**src/design/sal_pkg.sv**
```systemverilog
`timescale 1ns / 1ps

package sal_pkg;

  localparam int FieldW = 7;
  localparam int RectW  = 8;

  typedef enum logic [2:0] {
    ST_CLEAR,
    ST_IDLE,
    ST_PASS_A,
    ST_PASS_B,
    ST_DECIDE,
    ST_WRITE,
    ST_DONE
  } sal_state_e;

  typedef enum logic [1:0] {
    STAT_PLACED     = 2'd0,
    STAT_NEW_PAGE   = 2'd1,
    STAT_PAGE_LIMIT = 2'd2,
    STAT_NEVER_FITS = 2'd3
  } sal_status_e;

  // Where the sequencer goes once a clearing sweep of the skyline ends.
  typedef enum logic [1:0] {
    CLR_TO_IDLE,
    CLR_TO_BEGIN,
    CLR_TO_SCAN
  } sal_clr_e;

  typedef enum logic {
    CMD_ALLOC = 1'b0,
    CMD_BEGIN = 1'b1
  } sal_cmd_e;

  typedef struct packed {
    logic             start;
    sal_cmd_e         command;
    logic [RectW-1:0] rect_width;
    logic [RectW-1:0] rect_height;
  } sal_req_t;

  typedef struct packed {
    logic              valid;
    logic [FieldW-1:0] page;
    logic [FieldW-1:0] x_pos;
    logic [FieldW-1:0] y_pos;
    sal_status_e       status;
  } sal_rsp_t;

endpackage

```
**src/design/sal_core.sv**
```systemverilog
`timescale 1ns / 1ps

module sal_core import sal_pkg::*; #(
  parameter int PAGE_W    = 128,
  parameter int PAGE_H    = 128,
  parameter int MAX_PAGES = 128
) (
  input  logic     clk_i,
  input  logic     rst_ni,
  input  sal_req_t req_i,
  output logic     idle_o,
  output sal_rsp_t rsp_o,
  input  logic     rsp_ack_i
);

  localparam int CW  = $clog2(PAGE_W);
  localparam int HW  = $clog2(PAGE_H + 1);
  localparam int PGW = $clog2(MAX_PAGES);
  localparam int XW  = (CW + 1 > 9) ? CW + 1 : 9;
  localparam int SW  = ((HW > RectW) ? HW : RectW) + 1;

  localparam logic [XW-1:0]  LastScan = XW'(PAGE_W - 2);
  localparam logic [XW-1:0]  ColEnd   = XW'(PAGE_W - 1);
  localparam logic [XW-1:0]  PageWX   = XW'(PAGE_W);
  localparam logic [HW-1:0]  PageHH   = HW'(PAGE_H);
  localparam logic [SW-1:0]  PageHS   = SW'(PAGE_H);
  localparam logic [PGW:0]   MaxPg    = (PGW + 1)'(MAX_PAGES);

  sal_state_e state_q, state_d;
  sal_clr_e   clr_next_q;

  logic [XW-1:0]    cnt_q;
  logic             rd_vld_q;
  logic [CW-1:0]    rd_idx_q;
  logic [RectW-1:0] k_q;
  logic [HW-1:0]    run_q;
  logic             found_q;
  logic             retry_q;
  logic [HW-1:0]    best_q;
  logic [CW-1:0]    bx_q;
  logic [RectW-1:0] w_q;
  logic [RectW-1:0] h_q;
  logic [PGW-1:0]   page_q;
  logic [FieldW-1:0] x_q;
  logic [FieldW-1:0] y_q;
  sal_status_e      status_q;

  // Skyline heights and per-block prefix maxima.
  logic [HW-1:0] hgt_mem [PAGE_W];
  logic [HW-1:0] pmx_mem [PAGE_W];
  logic [HW-1:0] hgt_rd_q;
  logic [HW-1:0] pmx_rd_q;

  logic          hgt_we;
  logic [CW-1:0] hgt_waddr;
  logic [HW-1:0] hgt_wdata;
  logic [CW-1:0] hgt_raddr;
  logic          pmx_we;
  logic [CW-1:0] pmx_raddr;
  logic          issue;
  logic [CW-1:0] issue_idx;

  logic [XW-1:0]    w_ext;
  logic [RectW-1:0] wm1;
  logic [XW-1:0]    scan_b_idx;
  logic [XW-1:0]    win_end;
  logic [XW-1:0]    wr_addr;
  logic             scan_done;
  logic             clr_done;
  logic             wr_done;
  logic             blk_restart;
  logic [HW-1:0]    mx_y;
  logic [HW-1:0]    seg;
  logic [HW-1:0]    win;
  logic             cand;
  logic             take;
  logic [RectW-1:0] k_inc;
  logic [RectW-1:0] k_dec;
  logic [SW-1:0]    top_sum;
  logic             fits;
  logic             never_fits;
  logic             at_limit;
  logic             skip_scan;
  logic [CW+FieldW-1:0]  bx_ext;
  logic [HW+FieldW-1:0]  best_ext;
  logic [PGW+FieldW-1:0] page_ext;

  assign w_ext      = XW'(w_q);
  assign wm1        = w_q - RectW'(1);
  assign scan_b_idx = LastScan - cnt_q;
  assign win_end    = scan_b_idx + w_ext - XW'(1);
  assign wr_addr    = XW'(bx_q) + cnt_q;
  assign issue      = (state_q == ST_PASS_A || state_q == ST_PASS_B) && (cnt_q <= LastScan);
  assign scan_done  = (cnt_q > LastScan) && !rd_vld_q;
  assign clr_done   = (cnt_q == ColEnd);
  assign wr_done    = (cnt_q == w_ext - XW'(1));
  assign skip_scan  = (req_i.rect_width == '0) || (XW'(req_i.rect_width) >= PageWX);

  // The shared max unit serves both the prefix pass and the suffix pass.
  assign mx_y = (run_q > hgt_rd_q) ? run_q : hgt_rd_q;

  // A block of w columns restarts at its first column going forward and at
  // its last column going backward.
  assign blk_restart = (state_q == ST_PASS_A) ? (k_q == '0) : (k_q == wm1);
  assign seg         = blk_restart ? hgt_rd_q : mx_y;
  assign k_inc       = (k_q == wm1) ? '0 : k_q + RectW'(1);
  assign k_dec       = (k_q == '0) ? wm1 : k_q - RectW'(1);

  // Window max is the suffix of the left block joined with the prefix of the right.
  assign win  = (seg > pmx_rd_q) ? seg : pmx_rd_q;
  assign cand = (XW'(rd_idx_q) + w_ext) <= ColEnd;
  assign take = (state_q == ST_PASS_B) && rd_vld_q && cand && (win < PageHH) &&
                (!found_q || (win <= best_q));

  assign top_sum    = SW'(best_q) + SW'(h_q);
  assign fits       = found_q && (top_sum <= PageHS);
  assign never_fits = (w_ext >= PageWX) || (SW'(h_q) > PageHS);
  assign at_limit   = ((PGW + 1)'(page_q) + (PGW + 1)'(1)) >= MaxPg;

  assign bx_ext   = {{FieldW{1'b0}}, bx_q};
  assign best_ext = {{FieldW{1'b0}}, best_q};
  assign page_ext = {{FieldW{1'b0}}, page_q};

  always_comb begin
    state_d = state_q;
    case (state_q)
      ST_CLEAR: begin
        if (clr_done) begin
          case (clr_next_q)
            CLR_TO_BEGIN: state_d = ST_DONE;
            CLR_TO_SCAN:  state_d = ST_PASS_A;
            default:      state_d = ST_IDLE;
          endcase
        end
      end
      ST_IDLE: begin
        if (req_i.start) begin
          if (req_i.command == CMD_BEGIN) begin
            state_d = ST_CLEAR;
          end else if (skip_scan) begin
            state_d = ST_DECIDE;
          end else begin
            state_d = ST_PASS_A;
          end
        end
      end
      ST_PASS_A: begin
        if (scan_done) state_d = ST_PASS_B;
      end
      ST_PASS_B: begin
        if (scan_done) state_d = ST_DECIDE;
      end
      ST_DECIDE: begin
        if (fits) begin
          state_d = (w_q == '0) ? ST_DONE : ST_WRITE;
        end else if (never_fits || at_limit) begin
          state_d = ST_DONE;
        end else begin
          state_d = ST_CLEAR;
        end
      end
      ST_WRITE: begin
        if (wr_done) state_d = ST_DONE;
      end
      ST_DONE: begin
        if (rsp_ack_i) state_d = ST_IDLE;
      end
      default: state_d = ST_IDLE;
    endcase
  end

  always_comb begin
    hgt_we    = 1'b0;
    hgt_waddr = cnt_q[CW-1:0];
    hgt_wdata = '0;
    hgt_raddr = cnt_q[CW-1:0];
    pmx_raddr = win_end[CW-1:0];
    issue_idx = cnt_q[CW-1:0];
    pmx_we    = rd_vld_q && (state_q == ST_PASS_A);
    case (state_q)
      ST_CLEAR: begin
        hgt_we = 1'b1;
      end
      ST_PASS_B: begin
        hgt_raddr = scan_b_idx[CW-1:0];
        issue_idx = scan_b_idx[CW-1:0];
      end
      ST_WRITE: begin
        hgt_we    = 1'b1;
        hgt_waddr = wr_addr[CW-1:0];
        hgt_wdata = top_sum[HW-1:0];
      end
      default: ;
    endcase
  end

  always_ff @(posedge clk_i) begin
    if (hgt_we) hgt_mem[hgt_waddr] <= hgt_wdata;
    hgt_rd_q <= hgt_mem[hgt_raddr];
  end

  always_ff @(posedge clk_i) begin
    if (pmx_we) pmx_mem[rd_idx_q] <= seg;
    pmx_rd_q <= pmx_mem[pmx_raddr];
  end

  always_ff @(posedge clk_i or negedge rst_ni) begin
    if (!rst_ni) begin
      state_q    <= ST_CLEAR;
      clr_next_q <= CLR_TO_IDLE;
      cnt_q      <= '0;
      rd_vld_q   <= 1'b0;
      found_q    <= 1'b0;
      retry_q    <= 1'b0;
      page_q     <= PGW'(1);
    end else begin
      state_q  <= state_d;
      rd_vld_q <= issue;
      case (state_q)
        ST_CLEAR: begin
          cnt_q <= clr_done ? '0 : cnt_q + XW'(1);
        end
        ST_IDLE: begin
          cnt_q <= '0;
          if (req_i.start) begin
            retry_q <= 1'b0;
            if (req_i.command == CMD_BEGIN) begin
              page_q     <= PGW'(1);
              clr_next_q <= CLR_TO_BEGIN;
              found_q    <= 1'b0;
            end else begin
              found_q <= (req_i.rect_width == '0);
            end
          end
        end
        ST_PASS_A: begin
          cnt_q <= scan_done ? '0 : (issue ? cnt_q + XW'(1) : cnt_q);
        end
        ST_PASS_B: begin
          cnt_q <= scan_done ? '0 : (issue ? cnt_q + XW'(1) : cnt_q);
          if (take) found_q <= 1'b1;
        end
        ST_DECIDE: begin
          cnt_q <= '0;
          if (!fits && !never_fits && !at_limit) begin
            page_q     <= page_q + PGW'(1);
            retry_q    <= 1'b1;
            clr_next_q <= CLR_TO_SCAN;
            found_q    <= 1'b0;
          end
        end
        ST_WRITE: begin
          cnt_q <= cnt_q + XW'(1);
        end
        default: ;
      endcase
    end
  end

  always_ff @(posedge clk_i) begin
    rd_idx_q <= issue_idx;
    case (state_q)
      ST_IDLE: begin
        k_q   <= '0;
        run_q <= '0;
        if (req_i.start) begin
          w_q      <= req_i.rect_width;
          h_q      <= req_i.rect_height;
          best_q   <= '0;
          bx_q     <= '0;
          x_q      <= '0;
          y_q      <= '0;
          status_q <= STAT_PLACED;
        end
      end
      ST_CLEAR: begin
        k_q   <= '0;
        run_q <= '0;
      end
      ST_PASS_A: begin
        if (rd_vld_q) begin
          k_q   <= k_inc;
          run_q <= seg;
        end else if (scan_done) begin
          // Step back from the column past the scan to its last column.
          k_q   <= k_dec;
          run_q <= '0;
        end
      end
      ST_PASS_B: begin
        if (rd_vld_q) begin
          k_q   <= k_dec;
          run_q <= seg;
        end
        if (take) begin
          best_q <= win;
          bx_q   <= rd_idx_q;
        end
      end
      ST_DECIDE: begin
        if (fits) begin
          x_q      <= bx_ext[FieldW-1:0];
          y_q      <= best_ext[FieldW-1:0];
          status_q <= retry_q ? STAT_NEW_PAGE : STAT_PLACED;
        end else begin
          x_q      <= '0;
          y_q      <= '0;
          status_q <= never_fits ? STAT_NEVER_FITS : STAT_PAGE_LIMIT;
        end
      end
      default: ;
    endcase
  end

  assign idle_o       = (state_q == ST_IDLE);
  assign rsp_o.valid  = (state_q == ST_DONE);
  assign rsp_o.page   = page_ext[FieldW-1:0];
  assign rsp_o.x_pos  = x_q;
  assign rsp_o.y_pos  = y_q;
  assign rsp_o.status = status_q;

  a_write_needs_fit: assert property (@(posedge clk_i) disable iff (!rst_ni)
    state_q == ST_WRITE |-> found_q)
    else $error("skyline write without a found window");

  a_best_in_page: assert property (@(posedge clk_i) disable iff (!rst_ni)
    found_q |-> best_q < PageHH)
    else $error("best height outside the page");

  a_read_in_scan: assert property (@(posedge clk_i) disable iff (!rst_ni)
    rd_vld_q |-> (state_q == ST_PASS_A || state_q == ST_PASS_B))
    else $error("scan read data left over after the pass");

  a_retry_marked: assert property (@(posedge clk_i) disable iff (!rst_ni)
    (state_q == ST_CLEAR && clr_next_q == CLR_TO_SCAN) |-> retry_q)
    else $error("new page clear without retry mark");

  a_window_in_page: assert property (@(posedge clk_i) disable iff (!rst_ni)
    (state_q == ST_DECIDE && found_q && w_q != '0) |-> (XW'(bx_q) + w_ext) <= ColEnd)
    else $error("chosen window crosses the last column");

endmodule

```
**src/design/skyline_atlas_allocator.sv**
```systemverilog
`timescale 1ns / 1ps

// Skyline allocator for atlas pages of PAGE_W by PAGE_H.
// Input stream: tuser carries the command (allocate or begin), tdata the
// rectangle width and height. Every input transaction gives exactly one
// output transaction: tdata carries page, x and y, tuser the status.
// For an allocate that scans, a forward pass builds per-block prefix maxima
// of the column heights. A backward pass forms the window maxima with one
// shared max unit. A decide state follows, and a placed window's w columns
// are then raised one per cycle. The passes are bounded by the single read
// port of the height memory. When the rectangle spills onto a new page, a
// clearing sweep and a second scan follow. A zero width, or a width of
// PAGE_W or more, skips the scan. A begin runs a clearing sweep. After reset
// the height memory is swept to zero while the input is not ready. One item
// is in work at a time, and the input is ready again in the cycle its result
// appears at the output. While the receiver stalls, one result waits at the
// output and the next one in the core, which then holds the input off.
module skyline_atlas_allocator import sal_pkg::*; #(
  parameter int PAGE_W    = 128,
  parameter int PAGE_H    = 128,
  parameter int MAX_PAGES = 128
) (
  input  logic        clk_i,
  input  logic        rst_ni,
  input  logic        s_axis_tvalid_i,
  output logic        s_axis_tready_o,
  input  logic [15:0] s_axis_tdata_i,   // rect_width[7:0], rect_height[15:8]
  input  logic [0:0]  s_axis_tuser_i,   // command[0]
  output logic        m_axis_tvalid_o,
  input  logic        m_axis_tready_i,
  output logic [23:0] m_axis_tdata_o,   // page[6:0], x_pos[13:7], y_pos[20:14], zero[23:21]
  output logic [1:0]  m_axis_tuser_o    // status[1:0]
);

  sal_req_t req;
  sal_rsp_t rsp;
  logic     core_idle;
  logic     rsp_ack;

  logic              out_vld_q;
  logic [FieldW-1:0] out_page_q;
  logic [FieldW-1:0] out_x_q;
  logic [FieldW-1:0] out_y_q;
  sal_status_e       out_status_q;

  assign s_axis_tready_o = core_idle;

  assign req.start       = s_axis_tvalid_i && core_idle;
  assign req.command     = sal_cmd_e'(s_axis_tuser_i[0]);
  assign req.rect_width  = s_axis_tdata_i[7:0];
  assign req.rect_height = s_axis_tdata_i[15:8];

  assign rsp_ack = rsp.valid && (!out_vld_q || m_axis_tready_i);

  sal_core #(
    .PAGE_W   (PAGE_W),
    .PAGE_H   (PAGE_H),
    .MAX_PAGES(MAX_PAGES)
  ) u_core (
    .clk_i    (clk_i),
    .rst_ni   (rst_ni),
    .req_i    (req),
    .idle_o   (core_idle),
    .rsp_o    (rsp),
    .rsp_ack_i(rsp_ack)
  );

  always_ff @(posedge clk_i or negedge rst_ni) begin
    if (!rst_ni) begin
      out_vld_q <= 1'b0;
    end else if (rsp_ack) begin
      out_vld_q <= 1'b1;
    end else if (m_axis_tready_i) begin
      out_vld_q <= 1'b0;
    end
  end

  always_ff @(posedge clk_i) begin
    if (rsp_ack) begin
      out_page_q   <= rsp.page;
      out_x_q      <= rsp.x_pos;
      out_y_q      <= rsp.y_pos;
      out_status_q <= rsp.status;
    end
  end

  assign m_axis_tvalid_o = out_vld_q;
  assign m_axis_tdata_o  = {3'b000, out_y_q, out_x_q, out_page_q};
  assign m_axis_tuser_o  = out_status_q;

endmodule
```
**config.mk**
```make
export PLATFORM = sky130hd
export DESIGN_NAME = skyline_atlas_allocator
export DESIGN_NICKNAME = d
export VERILOG_FILES = /design/src/design/sal_pkg.sv /design/src/design/sal_core.sv /design/src/design/skyline_atlas_allocator.sv
export SDC_FILE = /design/constraint.sdc
export NUM_CORES = 2
export LEC_CHECK = 0
export BUFFER_PORTS_ARGS = -buffer_cell sky130_fd_sc_hd__buf_2
export CORE_ASPECT_RATIO = 0.9
export CORE_UTILIZATION = 45
export CTS_BUF_LIST = sky130_fd_sc_hd__clkbuf_16
export CTS_CLUSTER_SIZE = 40
export DETAILED_ROUTE_END_ITERATION = 16
export MAX_ROUTING_LAYER = met4
export SLEW_MARGIN = 20
export SYNTH_ARGS = -nofsm -noshare
export SYNTH_HDL_FRONTEND = slang
export SYNTH_SLANG_ARGS = --single-unit
```
**constraint.sdc**
```tcl
create_clock -name clk_i -period 8.03 [get_ports clk_i]
set_clock_uncertainty 0.1 [all_clocks]
set_input_delay 0.803 -clock clk_i [delete_from_list [all_inputs] [get_ports clk_i]]
set_output_delay 0.803 -clock clk_i [all_outputs]
set_load 0.02 [all_outputs]
```
* After elaboration in Yosys (flattened, before gate mapping)
Memories as Yosys holds them, arrays and structs flattened. A register that Yosys moved wholly into a read port is not among the register bits.
Index checks and enable logic that the tools add are counted.
** Storage, ports and cells
- Bits in writable memories :: 2048
- Memories kept :: 2
- Bits in registers :: 118
- ROM bits :: 0
- Latch bits :: 0
- Logic and storage cells :: 191
- Output and inout port bits :: 28
** Operators by class
- $mul :: 0
- Eq/ne operators :: 23
- Muxes and demuxes :: 72
- Divide/modulo/power cells :: 0
- Bitwise gates (word level) :: 0
- Reductions and logical operators :: 47
- Magnitude comparators :: 12
- Shift operators :: 0
- $add $sub $neg :: 13
** Memories
- u_core.hgt_mem :: words 128, bits a word 8, read ports 1, clocked after memory_dff 1, write ports 1, RTL line sal_core.sv:49 : logic [HW-1:0] hgt_mem [PAGE_W];
- u_core.pmx_mem :: words 128, bits a word 8, read ports 1, clocked after memory_dff 1, write ports 1, RTL line sal_core.sv:50 : logic [HW-1:0] pmx_mem [PAGE_W];
** Operators with widths (count)
- $mux W8 :: 14
- $mux W7 :: 9
- $pmux W7 S2 :: 4
- $pmux W8 S3 :: 2
- $pmux W9 S4 :: 1
- $mux W3 :: 10
- $mux W9 :: 3
- $ge A8 B8 Y1 const B :: 3
- $logic_not A8 Y1 :: 3
- $pmux W3 S7 :: 1
- $le A9 B7 Y1 const B :: 2
- $gt A8 B8 Y1 :: 2
- $mux W1 :: 16
- $ne A2 B1 Y1 const B :: 8
- $pmux W8 S2 :: 1
- $sub A8 B1 Y8 const B :: 2
- $add A7 B7 Y7 :: 2
- $logic_and A1 B1 Y1 :: 12
- $mux W2 :: 6
- $add A7 B8 Y9 :: 1
- $add A8 B8 Y9 :: 1
- $add A9 B1 Y9 const B :: 1
- $eq A3 B3 Y1 const B :: 3
- $eq A9 B7 Y1 const B :: 1
- other kinds (34) :: 59

* Longest topological paths before layout
- Depth in word-level cells :: 11
- Gate-level depth with buffers :: 28

* Cells and area by module
A second synthesis with hierarchy kept.
** Second synthesis, totals
- Cell total of the unflattened synthesis :: 4542
- Area, all modules :: 87239.9 um2
** Modules (own cells, without submodules)
- sal_core :: cells each 4510, instances 1, sequential area each 64453.1 um2, area each 86472.9 um2
- skyline_atlas_allocator :: cells each 32, instances 1, sequential area each 715.7 um2, area each 767.0 um2

* Least setup slack after synthesis
No wires, ideal clock.
- Path kind :: register to register
- Start point :: register u_core.w_q[2]
- End point :: register u_core.best_q[0] (enable)
- Slack :: -0.344 ns
- Path buffers :: 2
- Required time :: 7.544 ns
- Stages on the path, launching flop included :: 28
- Arrival :: 7.887 ns
- Cells stage by stage :: edfxtp_1 > buf_6 > or4_4 > or3_4 > o21ai_2 > o2111ai_1 > or2_4 > o211ai_4 > mux2i_1 > inv_1 > ha_1 > nor2b_1 > o21a_1 > o21a_1 > o21ai_0 > a21oi_1 > clkbuf_1 > nor2_1 > a21oi_1 > ha_1 > a21o_1 > a21oi_1 > o211ai_1 > a21oi_1 > or4b_2 > nor3b_1 > a21oi_1 > nor2_1
** Between the ends
- Cells in the longest elaborated chain, start to end :: 11
** RTL lines
- start: declaration :: RTL line sal_core.sv:41 : logic [RectW-1:0] w_q;
- start signal: assignment :: RTL line sal_core.sv:267 : w_q <= req_i.rect_width;
- $sub A8 B1 Y8 * :: RTL line sal_core.sv:89 : assign wm1 = w_q - RectW'(1);
- $eq A8 B8 Y1 * :: RTL line sal_core.sv:104 : assign blk_restart = (state_q == ST_PASS_A) ? (k_q == '0) : (k_q == wm1);
- $mux W1 * :: RTL line sal_core.sv:104
- $mux W8 * :: RTL line sal_core.sv:105 : assign seg = blk_restart ? hgt_rd_q : mx_y;
- via u_core.seg[1] :: RTL line sal_core.sv:73 : logic [HW-1:0] seg;
- $gt A8 B8 Y1 * :: RTL line sal_core.sv:110 : assign win = (seg > pmx_rd_q) ? seg : pmx_rd_q;
- $mux W8 * :: RTL line sal_core.sv:110
- via u_core.win[6] :: RTL line sal_core.sv:74 : logic [HW-1:0] win;
- $lt A8 B8 Y1 / $le A8 B8 Y1 (equally long branches) :: RTL line sal_core.sv:112, sal_core.sv:113
- $logic_and A1 B1 Y1 / $logic_or A1 B1 Y1 (equally long branches) :: RTL line sal_core.sv:112, sal_core.sv:113
- $logic_and A1 B1 Y1 * :: RTL line sal_core.sv:112 : assign take = (state_q == ST_PASS_B) && rd_vld_q && cand && (win < PageHH) &&
- $ne A2 B1 Y1 (no line) *
- $reduce_and A3 Y1 (no line) *
- end signal: assignment :: RTL line sal_core.sv:296 : best_q <= win;
- end: declaration :: RTL line sal_core.sv:39 : logic [HW-1:0] best_q;
Mark *: on every way through the listed nets, which the timed path passes. The rest lies on a longest branch.
A chain may end at the register's enable or synchronous reset.

* Worst setup path in the final report
- Start point :: register u_core.w_q[0]
- End point :: register u_core.best_q[5] (enable)
Same word-level chain as after synthesis.

==> impl_metrics.env <==
export IMPL_syn_area_um2=87600
export IMPL_drc=0
export IMPL_numClockSinks=2182
export IMPL_timing_worst_setup_path_type="flop to flop"
export IMPL_cp_required_ns=8.49
export IMPL_dp_cells=7305
export IMPL_synth_cell_types=88
export IMPL_drv_slew=0
export IMPL_setup_viol=0
export IMPL_cp_slowest_stage_delay_ns=0.65
export IMPL_use_met1_pct=34.4
export IMPL_ys_seq_area_share_pct=74.4
export IMPL_port_buffers=45
export IMPL_grt_overflow_total=0
export IMPL_whs_path_depth=1
export IMPL_htreeDepth=4
export IMPL_die_h_um=420
export IMPL_grt_pass1_wl_um=322000
export IMPL_clkTransAtPathRegs_ns=0.06
export IMPL_synthCells=4777
export IMPL_cap_violations=0
export IMPL_grt_max_degree=104
export IMPL_met3_usage_pct=4.24
export IMPL_critPathMaxFanout=15
export IMPL_async_flop_share_pct=1.15
export IMPL_synthFlopType="edfxtp_1"
export IMPL_clock_path_buffers=3
export IMPL_cts_tree="yes"
export IMPL_max_freq_ghz=0.134
export IMPL_finalCritPeriodShare_pct=92.8
export IMPL_num_io_pins=49
export IMPL_tightest_slew_ns=1.16
export IMPL_finalNetCount=5064
export IMPL_cts_root_buf="clkbuf_16"
export IMPL_min_from="s_axis_tdata_i[14]"
export IMPL_slew_headroom_pct=22.4
export IMPL_synth_seq_cells=2182
export IMPL_vias=46463
export IMPL_rows=153
export IMPL_cp_start_kind="flop"
export IMPL_post_dp_cell_area_um2=92000
export IMPL_start_util_pct=45.3
export IMPL_ff2ff_setup_slack_ns=0.58
export IMPL_holdPathEnd="u_core.h_q[6]$_DFFE_PP_"
export IMPL_grt_busiest_layer="met1"
export IMPL_outcome="completed"
export IMPL_fin_cells=7715
export IMPL_r2r_start="u_core.w_q[0]$_DFFE_PP_"
export IMPL_cp_slowest_cell="or4b_2"
export IMPL_fill_cells=15453
export IMPL_worstSkewPairLatency_ns=0.87
export IMPL_track_usage_pct=23.3
export IMPL_crit_arrival_ns=7.92
export IMPL_rsz0062_at_grt="false"
export IMPL_dr_pass1_iters=5
export IMPL_antenna_found_initial=7
export IMPL_end_kind="flop"
export IMPL_hp_class="input pin to flop"
export IMPL_via_per_inst=6.02
export IMPL_finalHoldViolCount=0
export IMPL_final_antenna_net_count=0
export IMPL_avgSynthCellArea_um2=18.3
export IMPL_final_core_util_pct=51.2
export IMPL_power_leakage_nw=31.8
export IMPL_synth_edf_count=2134
export IMPL_drive_above_1_share_pct=22.3
export IMPL_die_x_um=467
export IMPL_hpwl_um=134000
export IMPL_yosysWarnings=0
export IMPL_r2r_cells=28
export IMPL_grt_util_met2_pct=33.7
export IMPL_routed_wl_um=221000
export IMPL_finalSetupTns_ns=0
export IMPL_grt_pass1_vias=45298
export IMPL_cts_buffers=213
export IMPL_regToRegEndpoint="u_core.best_q[5]$_SDFFCE_PN0P_"
export IMPL_crit_top_cell="a21oi_1"
export IMPL_routedWlPerCell_um=28.6
export IMPL_drt_iter0_markers=5587
export IMPL_power_density_nw_per_um2=448
export IMPL_die_area_um2=196000
export IMPL_fp_coreArea_um2=193000
export IMPL_ir_worst_vdd_mv=0.492
export IMPL_period_needed_ns=7.45
export IMPL_place_congestion=0.876
export IMPL_syn2layout_area_growth_pct=13.1
export IMPL_stdcell_area_um2=99000
## logic make-up after synthesis
family,Yosys count,share of synthesized area [%]
AND/OR/NAND/NOR,1199,6.23
adder cells (fa/ha/maj),69,1.02
other,1,0.00428
AO/OA/AOI/OAI,358,2.87
buffers and inverters,351,1.63
XOR/XNOR,52,0.560
flip-flops,2182,74.4
multiplexers,565,13.3
## where the power goes
part,switching [mW],internal [mW],total (mW)
Sequential,0.319,15.3,15.6
Clock,4.30,5.31,9.61
Combinational,12.1,7.08,19.2
Total,16.7,27.6,44.4
## what timing repair did
action                                  4_1_cts  5_1_grt
hold buffers                                  8        0
gates resized for setup                       0        3
endpoints found under the setup margin        0       16
buffers inserted                              0        1
hold endpoints to repair                     31        0
## Yosys cell counts (7+ instances only)
master,instances,area [um^2]
nor4_1,73,457
dfrtp_1,24,601
a32oi_1,18,158
and3_1,13,81.3
a221oi_1,16,140
a311oi_1,7,61.3
clkbuf_1,182,683
nor3_1,95,475
inv_1,71,267
a22oi_1,17,128
nand2_1,470,1760
dfxtp_1,23,460
edfxtp_1,2134,64100
nor2b_1,13,81.3
buf_2,67,335
a211oi_1,18,135
mux2_2,15,169
o31ai_1,7,52.6
or3_1,9,56.3
a21oi_1,68,340
xnor2_1,29,254
and2_1,21,131
xor2_1,20,175
o21a_1,7,52.6
a21o_1,17,128
mux4_2,475,10700
mux2i_1,74,741
nand3_1,190,951
nand4_1,45,282
o21ai_0,69,345
nor2_1,234,878
a31oi_1,18,113
buf_1,23,86.3
o2111ai_1,39,342
ha_1,65,813
## layout make-up
class | instances | area (um^2) | share of cell area [%]
Sequential cell | 2182 | 65200 | 65.8
Multi-Input combinational cell | 2246 | 21600 | 21.8
Clock buffer | 213 | 5330 | 5.38
Tap cell | 2557 | 3200 | 3.23
Timing Repair Buffer | 258 | 1990 | 2.01
Clock inverter | 184 | 1410 | 1.42
Inverter | 73 | 305 | 0.308
Antenna cell | 2 | 5.00 | 0.00505
## cells in the final DEF (no fill, tap or decap), types with 26 or more instances in the layout
cell | synthesis | layout
inv_1 | 71 | 115
clkbuf_16 | 0 | 213
nand2_1 | 470 | 464
ha_1 | 65 | 62
o21ai_0 | 69 | 69
nor4_1 | 73 | 46
xnor2_1 | 29 | 26
mux2i_1 | 74 | 72
nor3_1 | 95 | 80
o2111ai_1 | 39 | 39
buf_2 | 67 | 45
clkinv_2 | 0 | 42
nand3_1 | 190 | 190
mux4_2 | 475 | 475
buf_4 | 4 | 193
a21oi_1 | 68 | 67
edfxtp_1 | 2134 | 2134
nand4_1 | 45 | 45
clkinv_1 | 2 | 49
nor2_1 | 234 | 223
## worst max path at each step
stage	cells after the start	slack, ns	to	start
floorplan	27	0.1	u_core.best_q[0]$_SDFFCE_PN0P_	u_core.w_q[2]$_DFFE_PP_
global placement	27	0.47	u_core.bx_q[0]$_SDFFCE_PN0P_	u_core.w_q[0]$_DFFE_PP_
detailed placement	27	0.28	u_core.bx_q[2]$_SDFFCE_PN0P_	u_core.w_q[0]$_DFFE_PP_
CTS	27	0.17	u_core.best_q[5]$_SDFFCE_PN0P_	u_core.w_q[0]$_DFFE_PP_
global route	29	0.06	u_core.best_q[5]$_SDFFCE_PN0P_	u_core.w_q[0]$_DFFE_PP_
finish	28	0.58	u_core.best_q[5]$_SDFFCE_PN0P_	u_core.w_q[0]$_DFFE_PP_
## layer usage
layer	routed length [um]	up-vias
met5	0	-
met4	3890	0
met3	18200	277
met2	101000	1936
met1	97500	24564
li1	-	19686
## registers in the layout, summed over array words and instances, names as in the netlist, 8 cells and up
register         cells
u_core.cnt_q         9
u_core.best_q        8
u_core.w_q           8
u_core.h_q           8
u_core.k_q           8
u_core.pmx_mem    1024
u_core.run_q         8
u_core.hgt_rd_q      8
u_core.pmx_rd_q      8
u_core.hgt_mem    1024
## through the flow
step                      total power [mW]  setup WS (ns)  hold slack [ns]
final                                 44.4          0.576           0.0762
after global routing                  46.2         0.0650           0.0409
after CTS                             44.6          0.169          0.00707
after detailed placement              35.0          0.283            0.305
after global placement                34.8          0.468            0.307
after floorplan                       27.6         0.0957            0.292
## worst max-delay path, delay by kind of cell (launching register included)
| kind | cells | cell delay (ns) |
|---|---|---|
| AO/OA/AOI/OAI | 13 | 2.68 |
| AND/OR/NAND/NOR | 6 | 1.66 |
| adder cells (fa/ha/maj) | 3 | 0.78 |
| buffers and inverters | 4 | 0.69 |
| flip-flops | 1 | 0.48 |
| XOR/XNOR | 1 | 0.38 |
| multiplexers | 1 | 0.37 |
Note: power is estimated with default switching activity, not from simulation.
